==> src/hw/rtl/lsw_pkg.sv <==
// Package with the constants, codes and control types of the load/store word unit.
package lsw_pkg;

  localparam int MEM_BYTES  = 65536;
  localparam int REG_COUNT  = 16;
  localparam int BYTE_BITS  = 8;
  localparam int WORD_W     = 32;
  localparam int WORD_BYTES = WORD_W / BYTE_BITS;
  localparam int LANE_W     = $clog2(WORD_BYTES);
  localparam int MEM_ROWS   = MEM_BYTES / WORD_BYTES;
  localparam int ROW_AW     = $clog2(MEM_ROWS);
  localparam int ADDR_W     = $clog2(MEM_BYTES);
  localparam int REG_AW     = $clog2(REG_COUNT);
  localparam int HADDR_W    = 16;
  localparam int OP_W       = 2;
  localparam int SH_AW      = $clog2(WORD_W);

  localparam logic [WORD_W-1:0] ADDR_MAX = WORD_W'(MEM_BYTES - WORD_BYTES);

  typedef enum logic [OP_W-1:0] {
    OP_EXEC,
    OP_REG_WR,
    OP_MEM_WR,
    OP_REG_RD
  } lsw_op_t;

  typedef enum logic [1:0] {
    SH_LSL,
    SH_LSR,
    SH_ASR,
    SH_ROR
  } lsw_shift_t;

  typedef enum logic [3:0] {
    ST_CLEAR,
    ST_IDLE,
    ST_RDA,
    ST_RDB,
    ST_ADDR,
    ST_MEM,
    ST_LDWB,
    ST_POST,
    ST_HWR,
    ST_HWM,
    ST_HRD,
    ST_HRDQ,
    ST_DONE
  } lsw_state_t;

  typedef struct packed {
    logic capture;
    logic rd_shift;
    logic rd_host;
    logic ld_ofs;
    logic ld_addr;
    logic mem_rd;
    logic mem_wr;
    logic mem_host;
    logic rf_wr_host;
    logic rf_wr_load;
    logic rf_wr_post;
    logic ld_host_rd;
    logic clear;
    logic ld_out;
  } lsw_cmd_t;

  typedef struct packed {
    logic fault;
    logic load;
    logic pre;
    logic clr_last;
  } lsw_sts_t;

endpackage

==> src/hw/rtl/lsw_ctrl.sv <==
// Controller state machine sequencing register, memory and result steps per item.
module lsw_ctrl import lsw_pkg::*; (
  input  logic            clk,
  input  logic            rst_n,
  input  logic            in_valid,
  input  logic [OP_W-1:0] in_op,
  output logic            in_ready,
  input  logic            out_ready,
  output logic            out_valid,
  input  lsw_sts_t        sts,
  output lsw_cmd_t        cmd
);

  lsw_state_t state_r, state_nxt;
  logic       out_valid_r, out_valid_nxt;
  logic       done_go;

  assign done_go   = !out_valid_r || out_ready;
  assign out_valid = out_valid_r;

  always_ff @(posedge clk) begin
    if (!rst_n) begin
      state_r     <= ST_CLEAR;
      out_valid_r <= 1'b0;
    end else begin
      state_r     <= state_nxt;
      out_valid_r <= out_valid_nxt;
    end
  end

  always_comb begin
    out_valid_nxt = out_valid_r;
    if (cmd.ld_out) begin
      out_valid_nxt = 1'b1;
    end else if (out_ready) begin
      out_valid_nxt = 1'b0;
    end
  end

  always_comb begin
    state_nxt = state_r;
    case (state_r)
      ST_CLEAR: begin
        if (sts.clr_last) state_nxt = ST_IDLE;
      end
      ST_IDLE: begin
        if (in_valid) begin
          case (lsw_op_t'(in_op))
            OP_EXEC:   state_nxt = ST_RDA;
            OP_REG_WR: state_nxt = ST_HWR;
            OP_MEM_WR: state_nxt = ST_HWM;
            OP_REG_RD: state_nxt = ST_HRD;
            default:   state_nxt = ST_IDLE;
          endcase
        end
      end
      ST_RDA:  state_nxt = ST_RDB;
      ST_RDB:  state_nxt = ST_ADDR;
      ST_ADDR: state_nxt = ST_MEM;
      ST_MEM: begin
        if (sts.fault) begin
          state_nxt = ST_DONE;
        end else if (sts.load) begin
          state_nxt = ST_LDWB;
        end else begin
          state_nxt = sts.pre ? ST_DONE : ST_POST;
        end
      end
      ST_LDWB: state_nxt = sts.pre ? ST_DONE : ST_POST;
      ST_POST: state_nxt = ST_DONE;
      ST_HWR:  state_nxt = ST_DONE;
      ST_HWM:  state_nxt = ST_DONE;
      ST_HRD:  state_nxt = ST_HRDQ;
      ST_HRDQ: state_nxt = ST_DONE;
      ST_DONE: begin
        if (done_go) state_nxt = ST_IDLE;
      end
      default: state_nxt = ST_IDLE;
    endcase
  end

  always_comb begin
    cmd      = '0;
    in_ready = 1'b0;
    case (state_r)
      ST_CLEAR: cmd.clear = 1'b1;
      ST_IDLE: begin
        in_ready    = 1'b1;
        cmd.capture = in_valid;
      end
      ST_RDA: cmd.rd_shift = 1'b1;
      ST_RDB: cmd.ld_ofs = 1'b1;
      ST_ADDR: cmd.ld_addr = 1'b1;
      ST_MEM: begin
        if (!sts.fault) begin
          cmd.mem_rd = sts.load;
          cmd.mem_wr = !sts.load;
        end
      end
      ST_LDWB: cmd.rf_wr_load = 1'b1;
      ST_POST: cmd.rf_wr_post = 1'b1;
      ST_HWR:  cmd.rf_wr_host = 1'b1;
      ST_HWM: begin
        cmd.mem_wr   = 1'b1;
        cmd.mem_host = 1'b1;
      end
      ST_HRD:  cmd.rd_host = 1'b1;
      ST_HRDQ: cmd.ld_host_rd = 1'b1;
      ST_DONE: cmd.ld_out = done_go;
      default: cmd = '0;
    endcase
  end

endmodule

==> config.mk <==
export PLATFORM = sky130hd
export DESIGN_NAME = lsw_ctrl
export DESIGN_NICKNAME = d
export VERILOG_FILES = /design/src/hw/rtl/lsw_pkg.sv /design/src/hw/rtl/lsw_ctrl.sv
export SDC_FILE = /design/constraint.sdc
export NUM_CORES = 1
export LEC_CHECK = 0
export BUFFER_PORTS_ARGS = -buffer_cell sky130_fd_sc_hd__buf_2
export CAP_MARGIN = 20
export CORE_AREA = 8 8 45 47
export DETAILED_ROUTE_END_ITERATION = 16
export DIE_AREA = 0 0 53 55
export PLACE_DENSITY = 0.69
export SETUP_SLACK_MARGIN = 0.4
export SYNTH_ARGS = -nofsm -noshare
export SYNTH_HDL_FRONTEND = slang
export SYNTH_SLANG_ARGS = --single-unit
==> constraint.sdc <==
create_clock -name clk -period 1.7 [get_ports clk]
set_clock_uncertainty 0.15 [all_clocks]
set_input_delay 0.255 -clock clk [delete_from_list [all_inputs] [get_ports clk]]
set_output_delay 0.255 -clock clk [all_outputs]
set_load 0.005 [all_outputs]
* Yosys cells after proc, flatten, opt, wreduce, memory -nomap -nowiden
Index checks and enable logic that the tools add are counted.
Cells by class: equality and inequality tests 18, mux-type cells 26, reduce and logical (&&, ||, !) cells 8
Operator list (count):
- $pmux 4 s10 | 1
- $mux 4 | 6
- $eq 4x4->1 const B | 5
- $eq 4x3->1 const B | 4
- $mux 1 | 16
- $pmux 4 s4 | 1
- $eq 4x2->1 const B | 2
- $ne 2x2->1 const B | 3
- $eq 2x2->1 const B | 2
- $eq 4x1->1 const B | 1
- $logic_not 4->1 | 1
- $reduce_or 4->1 | 1
- $reduce_and 3->1 | 1
- $eq 2x1->1 const B | 1
- $logic_not 1->1 | 2
- $logic_not 2->1 | 1
- $mux 2 | 1
- $pmux 1 s2 | 1
- $reduce_bool 2->1 | 1
- $logic_or 1x1->1 | 1
Word-level totals: flip-flop bits (word level) 5, input port bits 10, output and inout port bits 16, word-level logic and storage cells 54

* Logic depth before layout (Yosys ltp)
Gate-level depths: netlist of the first run.
depth after elaboration 4, gate-level depth with buffers 6, depth with buffers taken out 6

* Worst setup path after synthesis of the first run
OpenSTA, ideal clock, no wires.
path type flip-flop to output port, start register state_r[0], end output cmd[0] (netlist bit), data arrival time 1075 ps, data required time 1295 ps, path slack 220 ps, stages on the path, launching flop included 6, buffers on the path 3, cell sequence dfxtp_1 > buf_4 > or2_1 > clkbuf_1 > nor3_1 > buf_4
RTL lines:
- start, declared | line lsw_ctrl.sv:14 | lsw_state_t state_r, state_nxt;
- start signal, assigned | line lsw_ctrl.sv:26 | state_r <= state_nxt;
- end, declared | line lsw_ctrl.sv:11 | output lsw_cmd_t cmd

==> out/metrics.csv, run 1 <==
stage,metric,value,unit
cts,CTS tree,done,
placed_design,pre-CTS WS,0.102,ns
grt,Overflow after GRT,0,
setup_path,"Cell Chain, Critical Path",nand2b_4 > or3_4 > o22ai_2 > buf_2,
cells_and_area,Area Overhead vs Synth,93.2,%
sta,Hold WS,0.135,ns
cells_and_area,"commonest non-fill, non-tap cell in the layout",buf_2,
logic_synthesis,syn nets,86,
status,failing checks,negative setup slack,
sta,Least-Margin Pin Slew,0.301,ns
sta,Final Cycle Share,103,%
sta,RSZ-0062 raised after global routing,yes,
cts,"CTS clk-pin slew, worst paths",0.05,ns
grt,initial antenna violation count,0,
floorplan,Row Count,14,
setup_path,Worst setup EP type,output pin,
setup_path,Setup CP Type,reg -> out,
floorplan,Die Area,2920,um^2
grt,GRT Resource Usage Total,14.1,%
cts,CTS Buffer Depth,2,
routing,drt total wl,2.05,mm
logic_synthesis,area of the mapped netlist,512,um^2
floorplan,total core area,1380,um^2
routing,wire per inst,15.4,um
sta,fin crit period,1.76,ns
sta,Setup TNS,-0.127,ns
sta,"Hold Violations, Final",0,
status,outcome,finished with violations,
logic_synthesis,Mapped Cells,74,
grt,vias in the first global route,686,
logic_synthesis,register bit total from synthesis,5,
logic_synthesis,Netlist cell types,29,
run,Max Cap Viol,0,
setup_path,Arrival @ worst endpoint,1.35,ns
floorplan,die width,53,um
routing,met1 WL,752,um
cells_and_area,most frequent cells in the layout,"buf_2 (25), buf_6 (14), nor2_1 (7), buf_4 (7), nor2_2 (6)",
floorplan,Die Ht,55,um
routing,post-route ant nets,0,
setup_path,slowest CP cell,or3_4,
routing,drc violations,0,
sta,Worst Slack Setup Final,-0.0572,ns
setup_path,"delay-heaviest family, CP",simple AND/OR/NAND/NOR gates,
hold_path,worst hold path type,in -> reg,
sta,Max Transition Viols Final,0,
cells_and_area,layout cells sized above 1,65.8,%
routing,met2 WL post-DR,1.10,mm
cts,worst skew pair latency,0.26,ns
routing,Avg Vias per Cell,5.43,
setup_path,startpoint types,register,
pwr,Leak Pwr,0.483,nW
cts,Num CTS Buffers,3,
pwr,Power Total,492,uW
routing,1st-iter DRT viols,14,
placed_design,number of port buffers,25,
sta,Slew HR,79.9,%
floorplan,initial core utilization,37.0,%
setup_path,Crit path required time,1.29,ns
placed_design,HPWL after DPL,1.20,mm
setup_path,CP max FO,3,
routing,Vias,722,
cts,H-tree depth,1,
setup_path,"Buf+Inv Stages, Crit Path",1,
cts,CTS Sinks,5,
sta,final setup vio count,4,
placed_design,Routability Congestion,0.843,
cells_and_area,Finished Layout Cells,133,
grt,pin count of the biggest net entering global routing,9,
floorplan,io pins,26,
routing,DRT Pass-1 Iters,4,
logic_synthesis,synthesis warning total,0,
sta,fmax,0.569,GHz
pwr,PwrDens,498,nW/um^2
cells_and_area,fin nets,130,
setup_path,Worst path max stage delay,0.40,ns
placed_design,Post-Place Cells,112,
grt,first-pass GRT wire length,3.07,mm
cells_and_area,ant diodes,0,
logic_synthesis,register area share after synthesis,19.6,%
routing,Top Metal Used,met4,
logic_synthesis,syn_area_per_cell,6.92,um^2
cts,# hold bufs at CTS,0,
pwr,Peak VDD IR,0.000400,V
cts,Root Driver,clkbuf_4,
routing,Met3 Wirelength,173,um
[routing by layer]
metal | up-vias | GRT usage, %
met2 | 24 | 27.0
li1 | 340 | -
met4 | 0 | 4.31
met1 | 354 | 13.3
met5 | - | 0
met3 | 4 | 6.15
[stage by stage]
step,util (%),area (um^2)
finish,71.4,988
global route,71.4,988
CTS,63.5,878
detailed placement,47.9,663
global placement,47.9,663
floorplan,-,536
[worst reg2reg max path, delay by kind of cell (launching register included)]
kind,cells,cell delay [ns]
compound gates,2,0.34
buf+inv,2,0.29
flops,1,0.32
simple gates,2,0.55
[final cells by class]
class	count	area, um^2
repair buffers	46	335
multi-input cells	59	485
well taps	16	20.0
flip-flops and latches	5	110
clock buffers	4	26.3
inverters	3	11.3
fillers	93	395
[power by group]
group | leakage, nW | total, mW | switching (mW) | internal, mW
registers | 0.0430 | 0.136 | 0.0115 | 0.125
clock network | 0.0150 | 0.147 | 0.0578 | 0.0893
logic | 0.425 | 0.208 | 0.105 | 0.104
[Yosys cell counts, drive strengths merged]
| master | instances | area [um^2] |
|---|---|---|
| a31oi | 2 | 12.5 |
| or3 | 2 | 12.5 |
| o21ai | 2 | 10.0 |
| clkbuf | 3 | 11.3 |
| o22ai | 2 | 12.5 |
| o311a | 1 | 10.0 |
| nor3 | 3 | 15.0 |
| o31ai | 1 | 12.5 |
| inv | 3 | 11.3 |
| nand2 | 4 | 15.0 |
| o32a | 1 | 10.0 |
| nor3b | 2 | 15.0 |
| a21oi | 3 | 15.0 |
| and3 | 1 | 6.26 |
| nor2b | 3 | 18.8 |
| o221a | 1 | 11.3 |
| o211ai | 1 | 7.51 |
| nand2b | 6 | 45.0 |
| and2 | 1 | 6.26 |
| dfxtp | 5 | 100 |
| ha | 2 | 25.0 |
| o21a | 2 | 15.0 |
| or2 | 2 | 12.5 |
| nor2 | 16 | 60.1 |
| buf | 4 | 31.3 |
| o211a | 1 | 10.0 |
[final timing paths]
kind / depth (start not counted) / slack [ns] / start / endpoint
worst min register to register: 2 / 0.55 / out_valid$_SDFFE_PN0P_ / out_valid$_SDFFE_PN0P_
worst max-delay path: 4 / -0.06 / state_r[3]$_SDFFE_PN0P_ / cmd[7]
worst max register to register: 6 / -0.01 / state_r[3]$_SDFFE_PN0P_ / state_r[0]$_SDFFE_PN0P_
worst min-delay path: 2 / 0.13 / rst_n / state_r[3]$_SDFFE_PN0P_
[cells by family (layout without fill, tap and decap cells)]
| logic type | after synthesis | after routing | share of synthesized area [%] |
|---|---|---|---|
| flops | 5 | 5 | 19.6 |
| simple gates | 40 | 40 | 40.3 |
| fa+ha+maj | 2 | 2 | 4.89 |
| compound gates | 17 | 17 | 24.7 |
| buf+inv | 10 | 53 | 10.5 |
[registers in the layout, indices dropped and copies added (netlist names)]
signal     count
out_valid      1
state_r        4
[timing repair]
item                                    in CTS  in global routing
pin swaps                                   17                 11
buffers inserted                            12                  5
endpoints found under the setup margin      18                 19
resized for setup                           28                 18
hold endpoints to repair                     0                  0
No activity file was read; power rests on OpenSTA's default activity.
==> inputs of run 2 (changes only) <==
- REMOVE_ABC_BUFFERS: unset -> 1
==> out/metrics.csv, run 2 (synthesized netlist as in run 1, its figures left out) <==
stage,metric,value,unit,change
status,outcome,finished with violations,,
status,failing checks,negative setup slack,,
floorplan,Die Ht,55,um,unchanged
sta,fin crit period,1.86,ns,+0.101 ns
cells_and_area,Finished Layout Cells,134,,+0.75%
sta,final setup vio count,6,,+2
cts,CTS Buffer Depth,2,,unchanged
hold_path,hold path endpoint,state_r[0]$_SDFFE_PN0P_,,
cells_and_area,fin nets,131,,+0.77%
cells_and_area,most frequent cells in the layout,"buf_2 (25), buf_4 (11), buf_6 (10)",,
hold_path,Hold Crit Depth,2,,unchanged
grt,vias in the first global route,668,,-2.6%
placed_design,HPWL after DPL,1.22,mm,+1.3%
routing,drt total wl,2.28,mm,+11%
sta,Setup TNS,-0.271,ns,-0.144 ns
setup_path,Crit path required time,1.29,ns,about the same
cells_and_area,Largest register FFs,4,,unchanged
cells_and_area,Fillers,91,,-2.2%
routing,1st-iter DRT viols,31,,+17
routing,Avg Vias per Cell,5.50,,+1.3%
sta,Worst Slack Setup Final,-0.158,ns,-0.101 ns
hold_path,worst hold path type,in -> reg,,
grt,initial antenna violation count,0,,unchanged
placed_design,DP Area,659,um^2,-0.57%
pwr,sequential power share,25.1,%,-2.6 points
setup_path,Worst setup EP type,output pin,,
routing,wire per inst,17.0,um,+10%
cts,H-tree depth,1,,unchanged
sta,Max Transition Viols Final,0,,unchanged
cts,Num CTS Buffers,3,,unchanged
routing,Met3 Wirelength,128,um,-26%
grt,first-pass GRT wire length,3.06,mm,-0.23%
grt,GRT Resource Usage Total,13.7,%,-0.44 points
routing,post-route ant nets,0,,unchanged
pwr,Clock Power Share,27.1,%,-2.8 points
pwr,PwrDens,533,nW/um^2,+7.1%
setup_path,Setup CP Type,reg -> out,,
floorplan,Die Area,2920,um^2,unchanged
cts,# hold bufs at CTS,0,,unchanged
run,Max Cap Viol,0,,unchanged
sta,Final Cycle Share,109,%,+5.9 points
routing,Vias,737,,+2.1%
cells_and_area,Largest Register,state_r,,
pwr,Peak VDD IR,0.000322,V,-20%
pwr,Psw,184,uW,+5.7%
setup_path,startpoint types,register,,
sta,"Hold Violations, Final",0,,unchanged
routing,met1 WL,857,um,+14%
floorplan,initial core utilization,37.0,%,unchanged
grt,pin count of the biggest net entering global routing,11,,+2
setup_path,worst r2r src,state_r[3]$_SDFFE_PN0P_,,
pwr,internal power,348,uW,+9.6%
floorplan,io pins,26,,unchanged
cells_and_area,"commonest non-fill, non-tap cell in the layout",buf_2,,
routing,Top Metal Used,met4,,
sta,Least-Margin Pin Slew,0.448,ns,+0.147 ns
floorplan,die width,53,um,unchanged
cells_and_area,cell area after layout,998,um^2,+1.0%
cells_and_area,Area Overhead vs Synth,95.1,%,
floorplan,Row Count,14,,unchanged
cts,CTS Sinks,5,,unchanged
setup_path,cells on worst reg2reg path,6,,unchanged
placed_design,Post-Place Cells,114,,+1.8%
pwr,Logic pwr share,47.8,%,+5.4 points
setup_path,Arrival @ worst endpoint,1.45,ns,+0.10 ns
sta,fmax,0.538,GHz,-5.4%
cts,CTS tree,done,,
cells_and_area,ant diodes,0,,unchanged
routing,drc violations,0,,unchanged
setup_path,CP max FO,3,,unchanged
floorplan,total core area,1380,um^2,unchanged
placed_design,Routability Congestion,0.806,,-4.4%
cts,worst skew pair latency,0.25,ns,about the same
placed_design,number of port buffers,25,,unchanged
grt,Overflow after GRT,0,,unchanged
pwr,Switching Fraction,34.6,%,-0.82 points
setup_path,r2r endpoint,state_r[0]$_SDFFE_PN0P_,,
routing,met2 WL post-DR,1.26,mm,+14%
cells_and_area,layout cells sized above 1,67.8,%,+2.0 points
cts,Root Driver,clkbuf_4,,
sta,RSZ-0062 raised after global routing,yes,,
placed_design,pre-CTS WS,0.0843,ns,-0.0177 ns
setup_path,reg2reg setup slack,-0.02,ns,about the same
cts,"CTS clk-pin slew, worst paths",0.05,ns,about the same
routing,DRT Pass-1 Iters,4,,unchanged
sta,Slew HR,70.1,%,-9.8 points
hold_path,worst min-delay path startpoint,rst_n,,
pwr,Leak Pwr,0.493,nW,+2.0%
## run 2: worst max-delay path: stages (launching register included)
cell and delay [ns]:
dfxtp_4 0.34, nand2b_4 0.14, or3_4 0.40, o22ai_1 0.17, buf_2 0.15
## run 2: area by class of cell
cell class / count / area, um^2 / area share [%]
tap: 16 / 20.0 / 2.01
multi-input combinational: 59 / 495 / 49.6
inverter: 3 / 11.3 / 1.13
sequential: 5 / 110 / 11.0
timing repair buffer: 47 / 335 / 33.6
clock buffer: 4 / 26.3 / 2.63
## run 2: power groups by stage
stage | Combinational [mW] | Clock (mW) | Sequential, mW
final | 0.254 | 0.144 | 0.134
after global routing | 0.269 | 0.157 | 0.134
after CTS | 0.195 | 0.138 | 0.132
after detailed placement | 0.142 | 0 | 0.133
after global placement | 0.141 | 0 | 0.133
after floorplan | 0.0740 | 0 | 0.140
## run 2: through the flow
stage	hold slack (ns)	power [mW]	util, %
5_1_grt	0.123	0.560	72.2
3_5_place_dp	0.392	0.275	47.6
6_report	0.139	0.532	72.2
3_3_place_gp	0.387	0.274	47.6
2_1_floorplan	0.223	0.214	-
4_1_cts	0.145	0.466	62.5
## run 2: routing by layer
metal / vias up / GRT usage, %
li1: 343 / -
met1: 355 / 14.9
met2: 35 / 26.4
met3: 4 / 2.41
met4: 0 / 3.88
met5: - / 0
## run 2: worst max path at each step
stage | from | to | slack [ns] | depth (start not counted)
2_1_floorplan | state_r[2]$_SDFFE_PN0P_ | state_r[0]$_SDFFE_PN0P_ | 0.12 | 4
3_3_place_gp | state_r[3]$_SDFFE_PN0P_ | cmd[7] | 0.12 | 4
3_5_place_dp | state_r[3]$_SDFFE_PN0P_ | cmd[7] | 0.08 | 4
4_1_cts | state_r[3]$_SDFFE_PN0P_ | cmd[7] | -0.05 | 4
5_1_grt | state_r[3]$_SDFFE_PN0P_ | cmd[7] | -0.21 | 4
6_report | state_r[3]$_SDFFE_PN0P_ | cmd[7] | -0.16 | 4
## run 2: what timing repair did
| item | in CTS | in global routing |
|---|---|---|
| endpoints found under the setup margin | 19 | 19 |
| pin swaps | 19 | 11 |
| buffers inserted | 9 | 7 |
| resized for setup | 28 | 22 |
==> inputs of run 3 (changes only) <==
- CELL_PAD_IN_SITES_DETAIL_PLACEMENT: unset -> 1
- CELL_PAD_IN_SITES_GLOBAL_PLACEMENT: unset -> 2
- CORE_AREA: 8 8 45 47 -> 8 8 59 61
- DIE_AREA: 0 0 53 55 -> 0 0 67 69
- PLACE_DENSITY: 0.69 -> unset
- PLACE_DENSITY_LB_ADDON: unset -> 0.1
==> out/metrics.csv, run 3 (synthesized netlist as in run 1, its figures left out) <==
stage,metric,value,unit,change
status,outcome,finished with violations,,
status,failing checks,negative setup slack,,
routing,1st-iter DRT viols,11,,-65%
cts,CTS Buffer Depth,2,,unchanged
sta,Slew HR,77.2,%,+7.1 points
cells_and_area,Area Overhead vs Synth,103,%,
setup_path,slowest CP cell,or3_4,,
routing,post-route ant nets,0,,unchanged
grt,initial antenna violation count,0,,unchanged
cts,Num CTS Buffers,3,,unchanged
cells_and_area,cell area after layout,1040,um^2,+4.0%
sta,Max Transition Viols Final,0,,unchanged
sta,Hold WS,0.148,ns,+0.00833 ns
setup_path,"Buf+Inv Stages, Crit Path",1,,unchanged
placed_design,number of port buffers,25,,unchanged
cells_and_area,Largest register FFs,4,,unchanged
pwr,Peak VDD IR,0.000388,V,+21%
routing,Avg Vias per Cell,4.50,,-18%
sta,RSZ-0062 raised after global routing,yes,,
cells_and_area,ant diodes,0,,unchanged
sta,fin crit period,1.71,ns,-0.147 ns
placed_design,Post-Place Cells,128,,+12%
cells_and_area,layout cells sized above 1,65.8,%,-2.0 points
setup_path,Crit path required time,1.29,ns,about the same
routing,wire per inst,14.4,um,-15%
placed_design,Routability Congestion,0.732,,-9.2%
cts,worst skew pair latency,0.24,ns,about the same
sta,"Hold Violations, Final",0,,unchanged
setup_path,"delay-heaviest family, CP",simple AND/OR/NAND/NOR gates,,
floorplan,Die Ht,69,um,+25%
cts,"CTS clk-pin slew, worst paths",0.05,ns,about the same
cts,# hold bufs at CTS,0,,unchanged
cells_and_area,most frequent cells in the layout,"buf_2 (23), buf_4 (13), nor2_1 (11), buf_6 (11), nand2b_4 (5)",,
sta,Worst Slack Setup Final,-0.0114,ns,+0.147 ns
cells_and_area,fin nets,133,,+1.5%
cts,CTS tree,done,,
grt,GRT Resource Usage Total,9.36,%,-4.3 points
sta,Least-Margin Pin Slew,0.341,ns,-0.107 ns
floorplan,Row Count,19,,+5
setup_path,Worst setup EP type,output pin,,
setup_path,CP max FO,3,,unchanged
setup_path,Arrival @ worst endpoint,1.31,ns,-0.14 ns
hold_path,worst hold path type,in -> reg,,
sta,final setup vio count,2,,-4
cells_and_area,Finished Layout Cells,151,,+13%
pwr,Leak Pwr,0.501,nW,+1.6%
floorplan,initial core utilization,19.6,%,-17 points
cts,Root Driver,clkbuf_4,,
floorplan,die width,67,um,+26%
cts,CTS Sinks,5,,unchanged
setup_path,Setup CP Type,reg -> out,,
sta,Setup TNS,-0.0222,ns,+0.249 ns
grt,Overflow after GRT,0,,unchanged
cells_and_area,Largest Register,state_r,,
grt,vias in the first global route,712,,+6.6%
sta,fmax,0.584,GHz,+8.6%
setup_path,"Cell Chain, Critical Path",nand2b_4 > or3_4 > o22ai_2 > buf_2,,
cts,H-tree depth,1,,unchanged
floorplan,io pins,26,,unchanged
floorplan,Die Area,4620,um^2,+59%
placed_design,HPWL after DPL,1.50,mm,+23%
grt,pin count of the biggest net entering global routing,9,,-2
routing,drc violations,0,,unchanged
run,Max Cap Viol,0,,unchanged
routing,drt total wl,2.18,mm,-4.3%
cells_and_area,"commonest non-fill, non-tap cell in the layout",buf_2,,
pwr,Power Total,524,uW,-1.5%
setup_path,startpoint types,register,,
placed_design,DP Area,683,um^2,+3.6%
setup_path,Worst path max stage delay,0.38,ns,-0.02 ns
sta,Final Cycle Share,101,%,-8.6 points
routing,DRT Pass-1 Iters,3,,-1
floorplan,total core area,2620,um^2,+89%
pwr,PwrDens,505,nW/um^2,-5.3%
grt,first-pass GRT wire length,3.51,mm,+14%
routing,Vias,680,,-7.7%
-- run 3: final cells by class --
type / count / area (um^2)
fillers: 320 / 1580
multi-input cells: 59 / 480
repair buffers: 49 / 372
flip-flops and latches: 5 / 110
well taps: 31 / 38.8
clock buffers: 4 / 26.3
inverters: 3 / 11.3
-- run 3: metal layers --
metal | vias to the layer above | routed length [um] | global-route usage [%]
met1 | 319 | 951 | 11.4
met2 | 18 | 1060 | 15.3
met4 | 0 | 0 | 1.40
met5 | - | 0 | 0
li1 | 343 | - | -
met3 | 0 | 165 | 3.55
-- run 3: path summary, 6_finish.rpt --
check,start,endpoint,slack (ns),cells past startpoint
worst max-delay path,state_r[1]$_SDFFE_PN0P_,cmd[7],-0.01,4
worst min-delay path,rst_n,state_r[1]$_SDFFE_PN0P_,0.15,2
worst max register to register,state_r[1]$_SDFFE_PN0P_,state_r[0]$_SDFFE_PN0P_,0.09,5
worst min register to register,out_valid$_SDFFE_PN0P_,out_valid$_SDFFE_PN0P_,0.55,2
-- run 3: stage by stage --
stage	setup WS [ns]	util (%)
after CTS	-0.0397	35.3
final	-0.0114	39.7
after detailed placement	0.0283	26.1
after global routing	-0.0531	39.7
after floorplan	0.117	-
after global placement	0.0301	26.1
-- run 3: worst reg2reg max path: stages (launching register included) --
cell,delay (ns)
dfxtp_2,0.33
nand2b_4,0.14
or3_4,0.38
buf_4,0.16
o31ai_4,0.16
o221a_1,0.21
-- run 3: report_power, final --
group	switching, mW	internal (mW)	leakage (nW)	total (mW)
Sequential	0.0122	0.125	0.0430	0.137
Combinational	0.108	0.143	0.443	0.251
Clock	0.0473	0.0886	0.0150	0.136
-- run 3: repair_timing --
action,CTS,global route
pin swaps,18,6
setup buffers,13,6
resized for setup,32,15
endpoints found under the setup margin,19,19
endpoints found under the hold margin,0,0
